## src/rtl/core/dsr_pkg.sv

```systemverilog
// ----------------------------------------------------------------------------
// dsr_pkg: shared definitions of the decimal string rounder
// character codes, rounding modes, field widths and default sizes
// ----------------------------------------------------------------------------
package dsr_pkg;

    localparam int CHAR_W = 8;
    localparam int MODE_W = 2;
    localparam int CFG_W  = 5;

    localparam int MAX_DIGITS_DEF = 32;
    localparam int MAX_FRAC_DEF   = 16;

    typedef logic [CHAR_W-1:0] t_char;
    typedef logic [MODE_W-1:0] t_mode;
    typedef logic [3:0]        t_digit;

    localparam logic [CFG_W-1:0] FRAC_RESET = 5'd2;

    // rounding modes, a zero code behaves as truncate
    localparam t_mode MODE_HALF_UP   = 2'd1;
    localparam t_mode MODE_TRUNC     = 2'd2;
    localparam t_mode MODE_HALF_EVEN = 2'd3;

    localparam t_char CH_MINUS = 8'h2D;
    localparam t_char CH_POINT = 8'h2E;
    localparam t_char CH_ZERO  = 8'h30;
    localparam t_char CH_ONE   = 8'h31;
    localparam t_char CH_NINE  = 8'h39;

    localparam t_digit DIGIT_HALF = 4'd5;
    localparam t_digit DIGIT_NINE = 4'd9;

endpackage

```

## src/rtl/core/dsr_in_if.sv

```systemverilog
// ----------------------------------------------------------------------------
// dsr_in_if: character request channel into the rounder
// valid/ready handshake carrying one input character with mode and end mark
// ----------------------------------------------------------------------------
interface dsr_in_if;
    import dsr_pkg::*;

    logic  valid;
    logic  ready;
    t_char ch;
    t_mode mode;
    logic  last_char;

    modport source (output valid, output ch, output mode, output last_char, input ready);
    modport sink   (input valid, input ch, input mode, input last_char, output ready);

endinterface

```

## src/rtl/core/dsr_out_if.sv

```systemverilog
// ----------------------------------------------------------------------------
// dsr_out_if: result channel out of the rounder
// valid/ready handshake carrying one rounded character per request
// ----------------------------------------------------------------------------
interface dsr_out_if;
    import dsr_pkg::*;

    logic  valid;
    logic  ready;
    t_char out_char;
    logic  too_long;
    logic  last_out;

    modport source (output valid, output out_char, output too_long, output last_out,
                    input ready);
    modport sink   (input valid, input out_char, input too_long, input last_out,
                    output ready);

endinterface

```

## src/rtl/core/decimal_string_rounder.sv

```systemverilog
// ----------------------------------------------------------------------------
// decimal_string_rounder: rounds a signed decimal ascii string
// stores the digits of one number, rounds it to frac_digits places and
// sends the rounded string back one character per request
// ----------------------------------------------------------------------------
// usage
//   i_in carries one character per request; last_char closes a number and its
//   mode field picks half-up, truncate or half-even rounding
//   o_out returns '-' if nonzero, a leading carry '1', integer digits, '.'
//   and frac_digits fraction digits; last_out marks the final character
//   i_cfg_we / i_cfg_data set frac_digits (reset value 2) between numbers
// timing
//   characters are taken one per cycle; after the closing character i_in is
//   held off while one shared digit-store read port does all the work:
//   a statistics pass over the I integer and F stored fraction digits,
//   a decision step, a carry search back over the N kept digits, then
//   the sign and carry slots, the point and each digit in turn,
//   followed by a final step that clears the number
// reset and stall
//   synchronous active-low reset empties the number, drops any pending
//   result and restores frac_digits; o_out is registered so a stalled
//   receiver simply freezes the emission sequence, nothing is lost
// ----------------------------------------------------------------------------
module decimal_string_rounder #(
    parameter int MAX_DIGITS = dsr_pkg::MAX_DIGITS_DEF,
    parameter int MAX_FRAC   = dsr_pkg::MAX_FRAC_DEF
) (
    input  logic                      i_clk,
    input  logic                      i_rst_n,
    dsr_in_if.sink                    i_in,
    dsr_out_if.source                 o_out,
    input  logic                      i_cfg_we,
    input  logic [dsr_pkg::CFG_W-1:0] i_cfg_data
);
    import dsr_pkg::*;

    // digit store: integer digits first, then fraction digits plus guard
    localparam int DEPTH = MAX_DIGITS + MAX_FRAC + 1;
    localparam int AW    = $clog2(DEPTH);
    localparam int KW    = $clog2(DEPTH + 1);
    localparam int NW    = $clog2(MAX_DIGITS + 1);
    localparam int FW    = $clog2(MAX_FRAC + 2);

    localparam logic [3:0] S_LOAD     = 4'd0;
    localparam logic [3:0] S_PRE_RD   = 4'd1;
    localparam logic [3:0] S_PRE_CHK  = 4'd2;
    localparam logic [3:0] S_DEC      = 4'd3;
    localparam logic [3:0] S_SCAN_RD  = 4'd4;
    localparam logic [3:0] S_SCAN_CHK = 4'd5;
    localparam logic [3:0] S_SIGN     = 4'd6;
    localparam logic [3:0] S_ONE      = 4'd7;
    localparam logic [3:0] S_POS      = 4'd8;
    localparam logic [3:0] S_DIG      = 4'd9;

    logic [3:0]       r_state;
    logic [CFG_W-1:0] r_frac;
    t_digit           r_mem [DEPTH];
    t_digit           r_rd_data;

    // per-number state
    logic [NW-1:0]    r_ni;
    logic [FW-1:0]    r_fc;
    logic             r_neg;
    logic             r_seen;
    logic             r_sticky;
    logic             r_ovf;
    t_mode            r_mode;

    // rounding decision
    t_digit           r_guard;
    logic             r_par;
    logic             r_nz;
    logic             r_inc;
    logic             r_cout;
    logic             r_pt_done;
    logic [KW-1:0]    r_k;
    logic [KW-1:0]    r_q;

    // output register
    logic             r_out_vld;
    t_char            r_out_char;
    logic             r_out_last;
    logic             r_out_long;

    logic [FW-1:0]    frac_keep;
    logic [KW-1:0]    ni_k;
    logic [KW-1:0]    kept_len;
    logic [KW-1:0]    stored_len;
    logic [KW-1:0]    k_off;
    logic             k_in_int;
    logic             k_present;
    logic [AW-1:0]    rd_addr;
    logic [AW-1:0]    wr_addr;
    logic             rd_en;
    logic             wr_en;
    t_char            ch_off;
    t_digit           in_val;
    t_digit           rd_val;
    t_digit           out_val;
    logic             accept;
    logic             is_digit;
    logic             slot_free;
    logic             nonzero;
    logic             dec_inc;
    logic             put;
    t_char            put_char;
    logic             put_last;

    assign accept    = i_in.valid && i_in.ready;
    assign slot_free = !r_out_vld || o_out.ready;

    // frac_digits above the fraction storage saturates
    assign frac_keep  = (r_frac > CFG_W'(MAX_FRAC)) ? FW'(MAX_FRAC) : FW'(r_frac);
    assign ni_k       = KW'(r_ni);
    assign kept_len   = ni_k + KW'(frac_keep);
    assign stored_len = ni_k + KW'(r_fc);

    // map a digit position of the whole number onto the store
    assign k_off     = r_k - ni_k;
    assign k_in_int  = r_k < ni_k;
    assign k_present = k_in_int || (k_off < KW'(r_fc));
    assign rd_addr   = k_in_int ? AW'(r_k) : AW'(MAX_DIGITS) + AW'(k_off);

    // fraction digits that were never given read as zero
    assign rd_val  = k_present ? r_rd_data : '0;
    assign nonzero = r_nz || r_inc;

    // load side
    assign ch_off   = i_in.ch - CH_ZERO;
    assign in_val   = ch_off[3:0];
    assign is_digit = (i_in.ch >= CH_ZERO) && (i_in.ch <= CH_NINE);
    assign wr_en    = accept && is_digit &&
                      (r_seen ? (r_fc < FW'(MAX_FRAC + 1)) : (r_ni < NW'(MAX_DIGITS)));
    assign wr_addr  = r_seen ? AW'(MAX_DIGITS) + AW'(r_fc) : AW'(r_ni);

    always_comb begin
        case (r_state)
            S_PRE_RD:  rd_en = (r_k != stored_len);
            S_SCAN_RD: rd_en = 1'b1;
            S_POS:     rd_en = !((r_k == ni_k) && !r_pt_done) && (r_k != kept_len);
            default:   rd_en = 1'b0;
        endcase
    end

    // round-up decision from guard digit, sticky bit and last kept digit
    always_comb begin
        case (r_mode)
            MODE_HALF_UP:   dec_inc = (r_guard >= DIGIT_HALF);
            MODE_HALF_EVEN: dec_inc = (r_guard > DIGIT_HALF) ||
                                      ((r_guard == DIGIT_HALF) && (r_sticky || r_par));
            default:        dec_inc = 1'b0;
        endcase
    end

    // incremented digit value: trailing nines past the carry stop become zero
    always_comb begin
        if (r_cout) begin
            out_val = '0;
        end else if (r_inc && (r_k > r_q)) begin
            out_val = '0;
        end else if (r_inc && (r_k == r_q)) begin
            out_val = rd_val + 4'd1;
        end else begin
            out_val = rd_val;
        end
    end

    // character to send in the current emission step
    always_comb begin
        put      = 1'b0;
        put_char = CH_POINT;
        put_last = 1'b0;
        case (r_state)
            S_SIGN: begin
                put      = r_neg && nonzero;
                put_char = CH_MINUS;
            end
            S_ONE: begin
                put      = r_cout;
                put_char = CH_ONE;
            end
            S_POS: begin
                put      = (r_k == ni_k) && !r_pt_done;
                put_char = CH_POINT;
                put_last = (frac_keep == '0);
            end
            S_DIG: begin
                put      = 1'b1;
                put_char = CH_ZERO + CHAR_W'(out_val);
                put_last = r_pt_done && ((r_k + KW'(1)) == kept_len);
            end
            default: begin
                put = 1'b0;
            end
        endcase
    end

    // digit store, one write and one registered read per cycle
    always_ff @(posedge i_clk) begin
        if (wr_en) begin
            r_mem[wr_addr] <= in_val;
        end
        if (rd_en) begin
            r_rd_data <= r_mem[rd_addr];
        end
    end

    // output payload
    always_ff @(posedge i_clk) begin
        if (put && slot_free) begin
            r_out_char <= put_char;
            r_out_last <= put_last;
            r_out_long <= r_ovf;
        end
    end

    // sequencer
    always_ff @(posedge i_clk) begin
        if (!i_rst_n) begin
            r_state   <= S_LOAD;
            r_frac    <= FRAC_RESET;
            r_ni      <= '0;
            r_fc      <= '0;
            r_neg     <= 1'b0;
            r_seen    <= 1'b0;
            r_sticky  <= 1'b0;
            r_ovf     <= 1'b0;
            r_mode    <= MODE_TRUNC;
            r_guard   <= '0;
            r_par     <= 1'b0;
            r_nz      <= 1'b0;
            r_inc     <= 1'b0;
            r_cout    <= 1'b0;
            r_pt_done <= 1'b0;
            r_k       <= '0;
            r_q       <= '0;
            r_out_vld <= 1'b0;
        end else begin
            if (i_cfg_we) begin
                r_frac <= i_cfg_data;
            end

            if (put && slot_free) begin
                r_out_vld <= 1'b1;
            end else if (o_out.ready) begin
                r_out_vld <= 1'b0;
            end

            case (r_state)
                S_LOAD: begin
                    if (accept) begin
                        if (i_in.ch == CH_MINUS) begin
                            // a minus counts only ahead of any digit or point
                            if ((r_ni == '0) && !r_seen && !r_ovf) begin
                                r_neg <= 1'b1;
                            end
                        end else if (i_in.ch == CH_POINT) begin
                            r_seen <= 1'b1;
                        end else if (is_digit) begin
                            if (r_seen) begin
                                if (r_fc < FW'(MAX_FRAC + 1)) begin
                                    r_fc <= r_fc + FW'(1);
                                end else if (in_val != '0) begin
                                    r_sticky <= 1'b1;
                                end
                            end else begin
                                if (r_ni < NW'(MAX_DIGITS)) begin
                                    r_ni <= r_ni + NW'(1);
                                end else begin
                                    r_ovf <= 1'b1;
                                end
                            end
                        end
                        if (i_in.last_char) begin
                            r_mode  <= i_in.mode;
                            r_k     <= '0;
                            r_guard <= '0;
                            r_par   <= 1'b0;
                            r_nz    <= 1'b0;
                            r_state <= S_PRE_RD;
                        end
                    end
                end

                S_PRE_RD: begin
                    r_state <= (r_k == stored_len) ? S_DEC : S_PRE_CHK;
                end

                // kept digits, last kept digit, guard digit and sticky tail
                S_PRE_CHK: begin
                    if ((r_k < kept_len) && (r_rd_data != '0)) begin
                        r_nz <= 1'b1;
                    end
                    if ((r_k + KW'(1)) == kept_len) begin
                        r_par <= r_rd_data[0];
                    end
                    if (r_k == kept_len) begin
                        r_guard <= r_rd_data;
                    end
                    if ((r_k > kept_len) && (r_rd_data != '0)) begin
                        r_sticky <= 1'b1;
                    end
                    r_k     <= r_k + KW'(1);
                    r_state <= S_PRE_RD;
                end

                S_DEC: begin
                    r_inc     <= dec_inc;
                    r_cout    <= 1'b0;
                    r_pt_done <= 1'b0;
                    if (dec_inc && (kept_len != '0)) begin
                        r_k     <= kept_len - KW'(1);
                        r_state <= S_SCAN_RD;
                    end else begin
                        r_cout  <= dec_inc;
                        r_state <= S_SIGN;
                    end
                end

                S_SCAN_RD: begin
                    r_state <= S_SCAN_CHK;
                end

                // walk back to the first digit that absorbs the carry
                S_SCAN_CHK: begin
                    if (rd_val != DIGIT_NINE) begin
                        r_q     <= r_k;
                        r_state <= S_SIGN;
                    end else if (r_k == '0) begin
                        r_cout  <= 1'b1;
                        r_state <= S_SIGN;
                    end else begin
                        r_k     <= r_k - KW'(1);
                        r_state <= S_SCAN_RD;
                    end
                end

                S_SIGN: begin
                    if (!put || slot_free) begin
                        r_state <= S_ONE;
                    end
                end

                S_ONE: begin
                    if (!put || slot_free) begin
                        r_k     <= '0;
                        r_state <= S_POS;
                    end
                end

                S_POS: begin
                    if (put) begin
                        if (slot_free) begin
                            r_pt_done <= 1'b1;
                        end
                    end else if (r_k == kept_len) begin
                        r_ni     <= '0;
                        r_fc     <= '0;
                        r_neg    <= 1'b0;
                        r_seen   <= 1'b0;
                        r_sticky <= 1'b0;
                        r_ovf    <= 1'b0;
                        r_state  <= S_LOAD;
                    end else begin
                        r_state <= S_DIG;
                    end
                end

                S_DIG: begin
                    if (slot_free) begin
                        r_k     <= r_k + KW'(1);
                        r_state <= S_POS;
                    end
                end

                default: begin
                    r_state <= S_LOAD;
                end
            endcase
        end
    end

    assign i_in.ready     = (r_state == S_LOAD);
    assign o_out.valid    = r_out_vld;
    assign o_out.out_char = r_out_char;
    assign o_out.too_long = r_out_long;
    assign o_out.last_out = r_out_last;

endmodule
```

## src/flat_wrapper.sv

```systemverilog
// flat-port wrapper written by rule: the top's interface ports become plain ports
module decimal_string_rounder_flat import dsr_pkg::*;
#(
    parameter int MAX_DIGITS = dsr_pkg::MAX_DIGITS_DEF,
    parameter int MAX_FRAC   = dsr_pkg::MAX_FRAC_DEF
)
  (i_clk, i_rst_n, i_cfg_we, i_cfg_data, i_in_valid, i_in_ch, i_in_mode, i_in_last_char, i_in_ready, o_out_valid, o_out_out_char, o_out_too_long, o_out_last_out, o_out_ready);
  dsr_in_if i_in_i ();
  dsr_out_if o_out_i ();
  input  logic i_clk;
  input  logic i_rst_n;
  input  logic i_cfg_we;
  input  logic [dsr_pkg::CFG_W-1:0] i_cfg_data;
  input wire logic [$bits(i_in_i.valid)-1:0] i_in_valid;
  input wire logic [$bits(i_in_i.ch)-1:0] i_in_ch;
  input wire logic [$bits(i_in_i.mode)-1:0] i_in_mode;
  input wire logic [$bits(i_in_i.last_char)-1:0] i_in_last_char;
  output wire logic [$bits(i_in_i.ready)-1:0] i_in_ready;
  output wire logic [$bits(o_out_i.valid)-1:0] o_out_valid;
  output wire logic [$bits(o_out_i.out_char)-1:0] o_out_out_char;
  output wire logic [$bits(o_out_i.too_long)-1:0] o_out_too_long;
  output wire logic [$bits(o_out_i.last_out)-1:0] o_out_last_out;
  input wire logic [$bits(o_out_i.ready)-1:0] o_out_ready;
  assign i_in_i.valid = i_in_valid;
  assign i_in_i.ch = i_in_ch;
  assign i_in_i.mode = i_in_mode;
  assign i_in_i.last_char = i_in_last_char;
  assign i_in_ready = i_in_i.ready;
  assign o_out_valid = o_out_i.valid;
  assign o_out_out_char = o_out_i.out_char;
  assign o_out_too_long = o_out_i.too_long;
  assign o_out_last_out = o_out_i.last_out;
  assign o_out_i.ready = o_out_ready;
  decimal_string_rounder #(.MAX_DIGITS(MAX_DIGITS), .MAX_FRAC(MAX_FRAC)) u_core (.i_clk(i_clk), .i_rst_n(i_rst_n), .i_in(i_in_i), .o_out(o_out_i), .i_cfg_we(i_cfg_we), .i_cfg_data(i_cfg_data));
endmodule
```

## config.mk

```make
export PLATFORM = sky130hd
export DESIGN_NAME = decimal_string_rounder_flat
export DESIGN_NICKNAME = d
export VERILOG_FILES = /design/src/rtl/core/dsr_pkg.sv /design/src/rtl/core/dsr_in_if.sv /design/src/rtl/core/dsr_out_if.sv /design/src/rtl/core/decimal_string_rounder.sv /design/src/flat_wrapper.sv
export SDC_FILE = /design/constraint.sdc
export NUM_CORES = 1
export LEC_CHECK = 0
export BUFFER_PORTS_ARGS = -buffer_cell sky130_fd_sc_hd__buf_2
export CAP_MARGIN = 0
export CELL_PAD_IN_SITES_DETAIL_PLACEMENT = 1
export CELL_PAD_IN_SITES_GLOBAL_PLACEMENT = 1
export CORE_ASPECT_RATIO = 0.75
export CORE_UTILIZATION = 50
export DETAILED_ROUTE_END_ITERATION = 8
export PLACE_DENSITY_LB_ADDON = 0.08
export SLEW_MARGIN = 15
export SYNTH_ARGS = -nofsm -noshare
export SYNTH_HDL_FRONTEND = slang
export SYNTH_SLANG_ARGS = --single-unit
```

## constraint.sdc

```tcl
create_clock -name i_clk -period 6 [get_ports i_clk]
set_input_delay 0.3 -clock i_clk [delete_from_list [all_inputs] [get_ports i_clk]]
set_output_delay 0.3 -clock i_clk [all_outputs]
set_load 0.005 [all_outputs]
```

==> impl_metrics.env <==
export IMPL_cts_repair_resize_count=0
export IMPL_wl_per_cell_um=25.9
export IMPL_leakagePower_uw=0.00498
export IMPL_die_h_um=139
export IMPL_critPathCaptureType="flip-flop"
export IMPL_hold_path_depth=3
export IMPL_rsz0062_at_grt="false"
export IMPL_clk_pin_slew_ns=0.07
export IMPL_rr_endpoint="u_core.r_k[1]"
export IMPL_h_tree_depth=1
export IMPL_dieArea_um2=25800
export IMPL_busiest_layer="met1"
export IMPL_drtIter0Drc=1052
export IMPL_crit_fanout=9
export IMPL_peakVddDrop_mv=0.300
export IMPL_clk_path_buf_depth=3
export IMPL_fmax_mhz=196
export IMPL_cts_buffers_inserted=27
export IMPL_min_period_over_period_pct=84.9
export IMPL_clock_root_buffer="clkbuf_16"
export IMPL_setup_violations=0
export IMPL_die_w_um=185
export IMPL_synthMuxAreaShare_pct=5.09
export IMPL_hold_violations=0
export IMPL_multi_input_area_um2=5040
export IMPL_drtPass1Iterations=5
export IMPL_first_global_vias=9430
export IMPL_synth_compound_area_share_pct=12.8
export IMPL_tightestPinTransition_ns=1.19
export IMPL_ys_seq_elements=255
export IMPL_layout_commonest_cell="edfxtp_1"
export IMPL_r2r_slack_ns=0.90
export IMPL_hp_start="i_cfg_data[4]"
export IMPL_yosys_warnings=0
export IMPL_synth_top_family_by_area="simple AND/OR/NAND/NOR gates"
export IMPL_routed_wl_um=38800
export IMPL_placementRows=49
export IMPL_grtUsageTotal_pct=30.7
export IMPL_grt_max_degree=54
export IMPL_report_final_slew_viol_count=0
export IMPL_syn_area_per_cell_um2=11.2
export IMPL_period_needed_ns=5.10
export IMPL_arrival_ns=5.55
export IMPL_ys_flop_type="edfxtp_1"
export IMPL_holdWs_ns=0.0164
export IMPL_status="finished, final reports clean"
export IMPL_worstPathCellList="inv_1 > ha_1 > inv_1 > fa_1 > a21o_1 > a21oi_1 > xnor2_1 > ha_1 > o21ai_0 > a21oi_1 > nor2_1 > o21ai_0 > a21boi_0 > ha_1 > nand3b_1 > o21ai_0 > inv_1 > a21boi_1 > nand2_1 > a211oi_1"
export IMPL_use_met2_pct=43.1
export IMPL_port_buffers=29
export IMPL_core_um2=24300
export IMPL_cts_setup_buffers=0
export IMPL_vias=9503
export IMPL_final_cell_mix="edfxtp_1, nor2_1, nand2_1, a21oi_1, dfxtp_1"
export IMPL_grt_pass1_wl_um=58600
export IMPL_seq_area_frac_synth_pct=57.2
export IMPL_ys_types=77
export IMPL_maxCapViolCount=0
export IMPL_synthSimpleGateAreaFrac_pct=14.8
export IMPL_clk_insertion_delay_late_ns=0.55
export IMPL_r2r_cells=20
export IMPL_avgViaCountPerCell=6.34
export IMPL_clkSinkCount=255
export IMPL_setup_tns_ns=0
export IMPL_n_fill_cell=2541
export IMPL_worstSetupStartpointType="flip-flop"
export IMPL_final_cell_area_um2=14100
export IMPL_grt_overflow_total=0
export IMPL_final_util_pct=58.1
export IMPL_synth_fa_ha_area_share_pct=4.42
export IMPL_slowest_stage="a21boi_0"
export IMPL_drcViolationCount=0
export IMPL_min_delay_worst_endpoint="u_core.r_frac[4]"
export IMPL_io_pins=33
export IMPL_antenna_cells=0
export IMPL_nNetsFinal=1208
export IMPL_area_delta_synth_final_pct=12.3
export IMPL_relSlewSlack_pct=20.6
export IMPL_synthTopCellsByArea="edfxtp_1, dfxtp_1, nor2_1"
export IMPL_synth_edf_count=207
export IMPL_antenna_found_initial=0
export IMPL_cts_tree="built"
export IMPL_dp_hpwl_um=26800
export IMPL_critPathMaxStageDelay_ns=0.51
export IMPL_regArea_um2=7180
export IMPL_critPathKind="flip-flop to flip-flop"
export IMPL_final_layout_size_suffix_gt1_share_pct=11.1
export IMPL_powerDensity_nw_per_um2=444
export IMPL_use_met1_pct=48.1
export IMPL_place_area_um2=13000
export IMPL_synth_async_sr_flop_share_pct=0
export IMPL_hp_class="input pin to flip-flop"
export IMPL_start_util_pct=51.7
export IMPL_gr_usage_met3_pct=6.78
export IMPL_synth_largest_area_cell="edfxtp_1"
export IMPL_total_power_uw=6260
export IMPL_detail_route_antenna_nets=0
export IMPL_skew_ns=0.0153
export IMPL_r2r_start="u_core.r_k[0]"
export IMPL_worstPathRequired_ns=6.46
export IMPL_synth_cell_area_um2=12600
export IMPL_place_congestion=0.951
export IMPL_synth_xor_area_share_pct=2.72
export IMPL_synth_top_area_share_pct=49.5
export IMPL_syn_inst=1117
## synth_stat cells (10+ instances only)
library cell,instances
dfxtp_1,48
a31oi_1,15
inv_1,37
xnor2_1,22
nor3_1,24
edfxtp_1,207
ha_1,38
a21o_1,13
nor2_1,130
mux2i_1,31
nand4_1,12
a221oi_1,16
buf_2,16
a21oi_1,69
nand2_1,122
nand3_1,42
clkbuf_1,28
o21ai_0,32
xor2_1,17
mux4_2,12
o31ai_1,10
## cells by family after synthesis
| kind of cell | after synthesis |
|---|---|
| AOI/OAI and AO/OA | 240 |
| xor gates and xnor gates | 39 |
| adders and majority gates | 43 |
| buffers and inverters | 89 |
| DFF | 255 |
| muxes | 48 |
| other | 2 |
| and+or+nand+nor | 401 |
## worst max-delay path: cells and delay by family, from the launching register on
| kind | cells | cell delay (ns) |
|---|---|---|
| compound gates | 9 | 2.37 |
| fa+ha+maj | 4 | 1.17 |
| buf+inv | 3 | 0.47 |
| flops | 1 | 0.43 |
| simple gates | 3 | 0.40 |
| xor+xnor | 1 | 0.18 |
## sequential cells by signal, summed over array words and instances, names as in the netlist
name and cells:
u_core.r_fc 5, u_core.r_pt_done 1, u_core.r_guard 4, u_core.r_nz 1, u_core.r_cout 1, u_core.r_mem 196
u_core.r_par 1, u_core.r_frac 5, u_core.o_out.last_out 1, u_core.r_neg 1, u_core.ni_k 6, u_core.r_seen 1
u_core.r_mode 2, u_core.o_out.too_long 1, u_core.r_ovf 1, u_core.r_k 6, u_core.o_out.valid 1, u_core.r_rd_data 4
u_core.r_q 6, u_core.o_out.out_char 5, u_core.r_state 4, u_core.r_inc 1, u_core.r_sticky 1
## routing by layer
layer  routed length [µm]  vias to the layer above
met3                 3480                       48
met1                18300                     4790
met5                    0                        -
met2                16300                      416
met4                  690                        0
li1                     -                     4249
## what timing repair did
item                                   CTS  global route
hold buffers                             5             0
setup endpoints to repair                0             0
endpoints found under the hold margin    5             0
## area by class of cell
cell class              instances  share of cell area [%]
clock buffers                  30                    4.94
clock inverters                20                    2.17
inverters                      37                   0.985
multi-input cells             774                    35.7
flip-flops and latches        255                    50.9
well taps                     331                    2.94
repair buffers                 51                    2.38
## power by group
part           leakage, µW  switching (µW)  total [µW]  internal, µW
Clock             0.000478             743        1890          1150
Combinational      0.00225            1450        2250           802
Sequential         0.00225             135        2120          1980
## stage by stage
step,worst slack [ns],std cells
6_report,0.905,1498
5_1_grt,0.449,1498
4_1_cts,0.983,1498
3_5_place_dp,1.04,1443
3_3_place_gp,1.44,1443
2_1_floorplan,1.88,1118
## how the worst max path moves through the flow
| stage | endpoint | slack, ns | start | cells past startpoint |
|---|---|---|---|---|
| floorplan | u_core.r_k[0] | 1.88 | u_core.r_k[0] | 21 |
| global placement | u_core.r_k[0] | 1.44 | u_core.r_k[0] | 20 |
| detailed placement | u_core.r_k[1] | 1.04 | u_core.r_k[0] | 20 |
| CTS | u_core.r_k[1] | 0.98 | u_core.r_k[0] | 20 |
| global route | u_core.r_k[1] | 0.45 | u_core.r_k[0] | 20 |
| finish | u_core.r_k[1] | 0.90 | u_core.r_k[0] | 20 |
Note: power is estimated with default switching activity, not from simulation.
